<file path="config.mk">
export PLATFORM = sky130hd
export DESIGN_NAME = bror_classify
export DESIGN_NICKNAME = d
export VERILOG_FILES = /design/src/bror_pkg.sv /design/src/bror_classify.sv
export SDC_FILE = /design/constraint.sdc
export NUM_CORES = 2
export LEC_CHECK = 0
export BUFFER_PORTS_ARGS = -buffer_cell sky130_fd_sc_hd__buf_2
export CAP_MARGIN = 20
export CELL_PAD_IN_SITES_DETAIL_PLACEMENT = 1
export CELL_PAD_IN_SITES_GLOBAL_PLACEMENT = 2
export CORE_ASPECT_RATIO = 0.9
export CORE_MARGIN = 1
export CORE_UTILIZATION = 40
export CTS_CLUSTER_SIZE = 30
export DETAILED_ROUTE_END_ITERATION = 6
export PLACE_DENSITY_LB_ADDON = 0.1
export SYNTH_ARGS = -nofsm -noshare
export SYNTH_HDL_FRONTEND = slang
export SYNTH_SLANG_ARGS = --single-unit
export TNS_END_PERCENT = 5
</file>
<file path="constraint.sdc">
create_clock -name clk_i -period 5.5 [get_ports clk_i]
set_input_delay 0 -clock clk_i [delete_from_list [all_inputs] [get_ports clk_i]]
set_output_delay 0 -clock clk_i [all_outputs]
set_load 0.05 [all_outputs]
</file>
<file path="src/bror_pkg.sv">
// Shared types and constants for the box range overlap query block.
`timescale 1ns / 1ps
package bror_pkg;

  localparam int unsigned NUM_TILES_DEF = 16;
  localparam int unsigned MAX_DIMS_DEF  = 4;

  localparam int unsigned COORD_W  = 64;
  localparam int unsigned OPCODE_W = 2;
  localparam int unsigned SLOT_W   = 4;
  localparam int unsigned DSLOT_W  = 2;
  localparam int unsigned TILENUM_W = 4;
  localparam int unsigned TILES_W  = 5;
  localparam int unsigned DIMS_W   = 3;
  localparam int unsigned CFG_IDX_W = 1;
  localparam int unsigned CFG_DATA_W = 5;

  localparam logic [OPCODE_W-1:0] OP_LOAD  = 2'd0;
  localparam logic [OPCODE_W-1:0] OP_RANGE = 2'd1;
  localparam logic [OPCODE_W-1:0] OP_QUERY = 2'd2;

  localparam logic [CFG_IDX_W-1:0] CFG_TILES = 1'b0;
  localparam logic [CFG_IDX_W-1:0] CFG_DIMS  = 1'b1;

  localparam logic [DIMS_W-1:0] DIMS_RESET = 3'd2;

  // Tag that travels with one tile through the scan pipeline.
  typedef struct packed {
    logic                 valid;
    logic                 last;
    logic [TILENUM_W-1:0] tile;
  } bror_tag_t;

endpackage

</file>
<file path="src/bror_classify.sv">
// Query range registers and the per-dimension overlap and containment compare stage.
`timescale 1ns / 1ps
module bror_classify
  import bror_pkg::*;
#(
  parameter int unsigned MAX_DIMS = MAX_DIMS_DEF,
  localparam int unsigned DimW = (MAX_DIMS > 1) ? $clog2(MAX_DIMS) : 1
) (
  input  logic                             clk_i,
  input  logic                             rst_ni,
  input  logic                             q_wr_en_i,
  input  logic [DimW-1:0]                  q_wr_dim_i,
  input  logic [COORD_W-1:0]               q_wr_low_i,
  input  logic [COORD_W-1:0]               q_wr_high_i,
  input  logic [MAX_DIMS-1:0]              dim_mask_i,
  input  logic                             adv_i,
  input  bror_tag_t                        tag_i,
  input  logic [MAX_DIMS-1:0][COORD_W-1:0] box_min_i,
  input  logic [MAX_DIMS-1:0][COORD_W-1:0] box_max_i,
  output bror_tag_t                        tag_o,
  output logic                             overlaps_o,
  output logic                             whole_o
);

  logic [COORD_W-1:0]  qlow_q  [MAX_DIMS];
  logic [COORD_W-1:0]  qhigh_q [MAX_DIMS];
  logic [MAX_DIMS-1:0] ov_dim_d, ov_dim_q;
  logic [MAX_DIMS-1:0] wh_dim_d, wh_dim_q;
  bror_tag_t           tag_q;

  always_ff @(posedge clk_i) begin
    if (q_wr_en_i) begin
      qlow_q[q_wr_dim_i]  <= q_wr_low_i;
      qhigh_q[q_wr_dim_i] <= q_wr_high_i;
    end
  end

  // Dimensions past the active count are forced to pass.
  always_comb begin
    for (int d = 0; d < MAX_DIMS; d++) begin
      ov_dim_d[d] = !dim_mask_i[d] ||
                    (($signed(qlow_q[d]) <= $signed(box_max_i[d])) &&
                     ($signed(box_min_i[d]) <= $signed(qhigh_q[d])));
      wh_dim_d[d] = !dim_mask_i[d] ||
                    (($signed(qlow_q[d]) <= $signed(box_min_i[d])) &&
                     ($signed(box_max_i[d]) <= $signed(qhigh_q[d])));
    end
  end

  always_ff @(posedge clk_i or negedge rst_ni) begin
    if (!rst_ni) begin
      tag_q <= '0;
    end else if (adv_i) begin
      tag_q <= tag_i;
    end
  end

  always_ff @(posedge clk_i) begin
    if (adv_i) begin
      ov_dim_q <= ov_dim_d;
      wh_dim_q <= wh_dim_d;
    end
  end

  assign tag_o      = tag_q;
  assign overlaps_o = &ov_dim_q;
  assign whole_o    = &wh_dim_q;

endmodule

</file>
==> run_results.csv <==
group,metric,value,unit
outcome,status,"finished, final reports clean",
synthesis,synthFlopType,"edfxtp_1",
finish,drive_gt1_share,16.8,%
synthesis,synth_compound_area_share,12.1,%
detailed_routing,routedWlPerCell,27.4,microns
sta,slew_headroom,22.9,%
detailed_routing,final_antenna_net_count,0,
synthesis,synth_xor_area_share,0.0642,%
global_routing,grt.total_usage,32.8,%
sta,timing.final.crit_share,72.4,%
worst_setup_path,critPathLaunch,"qhigh_q[2][29]",
finish,area_growth,22.6,%
synthesis,synthMuxAreaShare,0.459,%
synthesis,syn_area_per_cell,10.3,sq um
detailed_routing,dr_total_vias,34800,
detailed_routing,drc,0,
clocking,cts_buffers,68,
placement,routabilityCongestion,0.924,
placement,port_buffers,663,
detailed_routing,drt-initial-drc-count,2470,
floorplan,die_w,339,microns
finish,layout_common_cells,"1024 x ha_1, 780 x inv_1, 668 x buf_2",
global_routing,grt_start_max_net_pins,129,
worst_setup_path,reg2reg_from,"qhigh_q[2][29]",
synthesis,ys_warn_count,0,
synthesis,syn_area,40900,sq um
synthesis,synth_top_family_by_area,"adder cells",
synthesis,synthCells,3954,
global_routing,grt_pass1_wl,245000,microns
sta,tightest_slew,1150,ps
floorplan,core_region_area,101000,sq um
sta,rsz0062_at_grt,"false",
synthesis,post_synth_num_cell_types,69,
pwr,power,12.2,mW
finish,final_common_cell,"ha_1",
placement,dp.final_hpwl,145000,microns
global_routing,antenna_found_initial,62,
synthesis,synthAdderAreaFrac,31.3,%
worst_setup_path,start_kind,"flop",
floorplan,initial_core_util,40.7,%
pwr,leakage,24.6,nW
sta,finalHoldViolations,0,
worst_setup_path,endpoint_kind,"flop",
clocking,insertion_delay,640,ps
sta,min_period,3980,ps
worst_setup_path,rrSetupSlack,1520,ps
worst_setup_path,crit_arrival,4470,ps
pwr,ir_worst_vdd,0.192,mV
clocking,clkTransAtPathRegs,60,ps
worst_setup_path,worstPathRequired,5990,ps
floorplan,die_h,305,microns
floorplan,fp-row-count,110,
clocking,clock-root-buffer,"clkbuf_16",
synthesis,syn-num-nets,5634,
worst_setup_path,path_max_fanout,2,
floorplan,die_area,104000,sq um
finish,fill_cells,11400,
sta,slew_violations,0,
synthesis,ys_ff_latch,526,
detailed_routing,drt_first_pass_iters,5,
pwr,p_per_area,243,nW/um^2
clocking,cts_tree,"done",
synthesis,synthArstFlopShare,1.14,%
sta,finalSetupViolations,0,
sta,fmax,0.251,GHz
clocking,cts-htree-levels,3,
worst_hold_path,hp-class,"primary input to flop",
clocking,cts_max_path_buffers,3,
detailed_routing,routed_wl,173000,microns
worst_setup_path,reg2reg_depth,10,
floorplan,io_pins,664,
global_routing,grt_pass1_vias,36300,
synthesis,synth-simple-area-share,10.3,%
worst_setup_path,critPathKind,"flop to flop",
sta,fin_skew,30.1,ps
run,drv_cap,0,
sta,hold_ws,57.5,ps
synthesis,seq_area_frac_synth,38.5,%
worst_setup_path,r2r-end,"ov_dim_q[2]",
worst_setup_path,crit_path_end,"ov_dim_q[2]",
finish,fin_nets,6547,
clocking,cts_sinks,526,
global_routing,overflow,0,
synthesis,synth_edf_count,520,
detailed_routing,drt-vias-per-instance,5.54,
-- per-layer routing --
metal | track usage, % | up-vias | part of all wire [%]
met5 | 0 | - | 0.13
met4 | 10.2 | 36 | 3.3
met3 | 5.20 | 313 | 6.1
met2 | 54.4 | 1078 | 46
met1 | 43.6 | 16900 | 44
li1 | - | 16500 | -
-- stage by stage --
step           setup TNS, ps  util (%)  cells  instance area (sq um)  worst slack [ps]
6_report                   0      49.9   6286                  50200              1520
5_1_grt                    0      49.8   6274                  50100              1340
4_1_cts                    0      49.8   6261                  50100              1510
3_5_place_dp               0      45.9   5989                  46200              1550
3_3_place_gp               0      45.9   5983                  46100              1060
2_1_floorplan         -70290         -   3954                  40900              -549
-- critical path, stage by stage (launching register included) --
cell      delay, ps
edfxtp_1        360
inv_1            90
ha_1            250
a21oi_1         160
nor2b_1          60
o21ai_0         820
nand3b_1        600
a211oi_2        960
a22oi_1         180
mux2i_1         220
o22a_1          140
-- state kept, by name, summed over array words and instances (netlist names) --
name      count
ov_dim_q      4
tag_o         6
wh_dim_q      4
qhigh_q     256
qlow_q      256
-- logic make-up after synthesis --
logic type               Yosys count
adder cells (fa/ha/maj)         1024
AO/OA/AOI/OAI                    819
AND/OR/NAND/NOR                  783
buffers and inverters            781
flip-flops                       526
multiplexers                      18
XOR/XNOR                           3
-- cell usage after synthesis, types with 3 or more instances --
| master | count | area (sq um) |
|---|---|---|
| nand3_1 | 114 | 571 |
| nand2_1 | 193 | 724 |
| mux2i_1 | 12 | 120 |
| a21oi_1 | 400 | 2000 |
| nor4b_1 | 4 | 35.0 |
| nor3_1 | 34 | 170 |
| or4_1 | 19 | 143 |
| or3_1 | 7 | 43.8 |
| a221oi_1 | 19 | 166 |
| and3_1 | 5 | 31.3 |
| o21ai_1 | 3 | 15.0 |
| and4_1 | 28 | 245 |
| and2_1 | 3 | 18.8 |
| nor4_1 | 37 | 231 |
| dfrtp_1 | 6 | 150 |
| o31ai_1 | 6 | 45.0 |
| nand4_1 | 213 | 1330 |
| a211oi_1 | 44 | 330 |
| o211ai_1 | 26 | 195 |
| mux2_2 | 6 | 67.6 |
| o41ai_1 | 7 | 61.3 |
| edfxtp_1 | 520 | 15600 |
| o21ai_0 | 117 | 586 |
| a221o_1 | 8 | 80.1 |
| nand2b_1 | 8 | 50.1 |
| a21boi_0 | 16 | 120 |
| a21o_1 | 109 | 818 |
| inv_1 | 780 | 2930 |
| o2bb2ai_1 | 6 | 52.6 |
| ha_1 | 1024 | 12800 |
| o221ai_1 | 3 | 26.3 |
| a22oi_1 | 3 | 22.5 |
| a2111oi_0 | 17 | 149 |
| o311ai_0 | 3 | 26.3 |
| nor2_1 | 73 | 274 |
| o21a_1 | 13 | 97.6 |
| nor2b_1 | 25 | 156 |
-- power by group --
part | switching, mW | internal (mW)
Sequential | 0.0946 | 4.63
Clock | 1.94 | 3.01
Combinational | 1.53 | 0.982
-- final cells by class --
class / instances / area, sq um / share of cell area [%]
clock buffers: 76 / 1750 / 3.49
inverters: 780 / 2930 / 5.84
diodes: 24 / 60.1 / 0.120
flip-flops and latches: 526 / 15800 / 31.4
clock inverters: 45 / 629 / 1.25
well taps: 1344 / 1680 / 3.35
repair buffers: 844 / 5080 / 10.1
multi-input cells: 2647 / 22300 / 44.4
-- worst min-delay path by stage --
stage	cells after the start	end	slack (ps)	from
global placement	1	tag_o[5]	-170	rst_ni
finish	4	ov_dim_q[3]	60	box_min_i[255]
global route	4	wh_dim_q[0]	80	box_max_i[63]
CTS	4	ov_dim_q[3]	10	box_min_i[255]
detailed placement	1	tag_o[5]	-170	rst_ni
floorplan	0	tag_o[0]	-300	rst_ni
-- timing repair --
item / in CTS / in global routing
buffers inserted: 0 / 0
hold endpoints to repair: 566 / 0
hold buffers: 151 / 0
gates resized for setup: 0 / 0
endpoints found under the setup margin: 0 / 0
No activity file was read; power rests on OpenSTA's default activity.
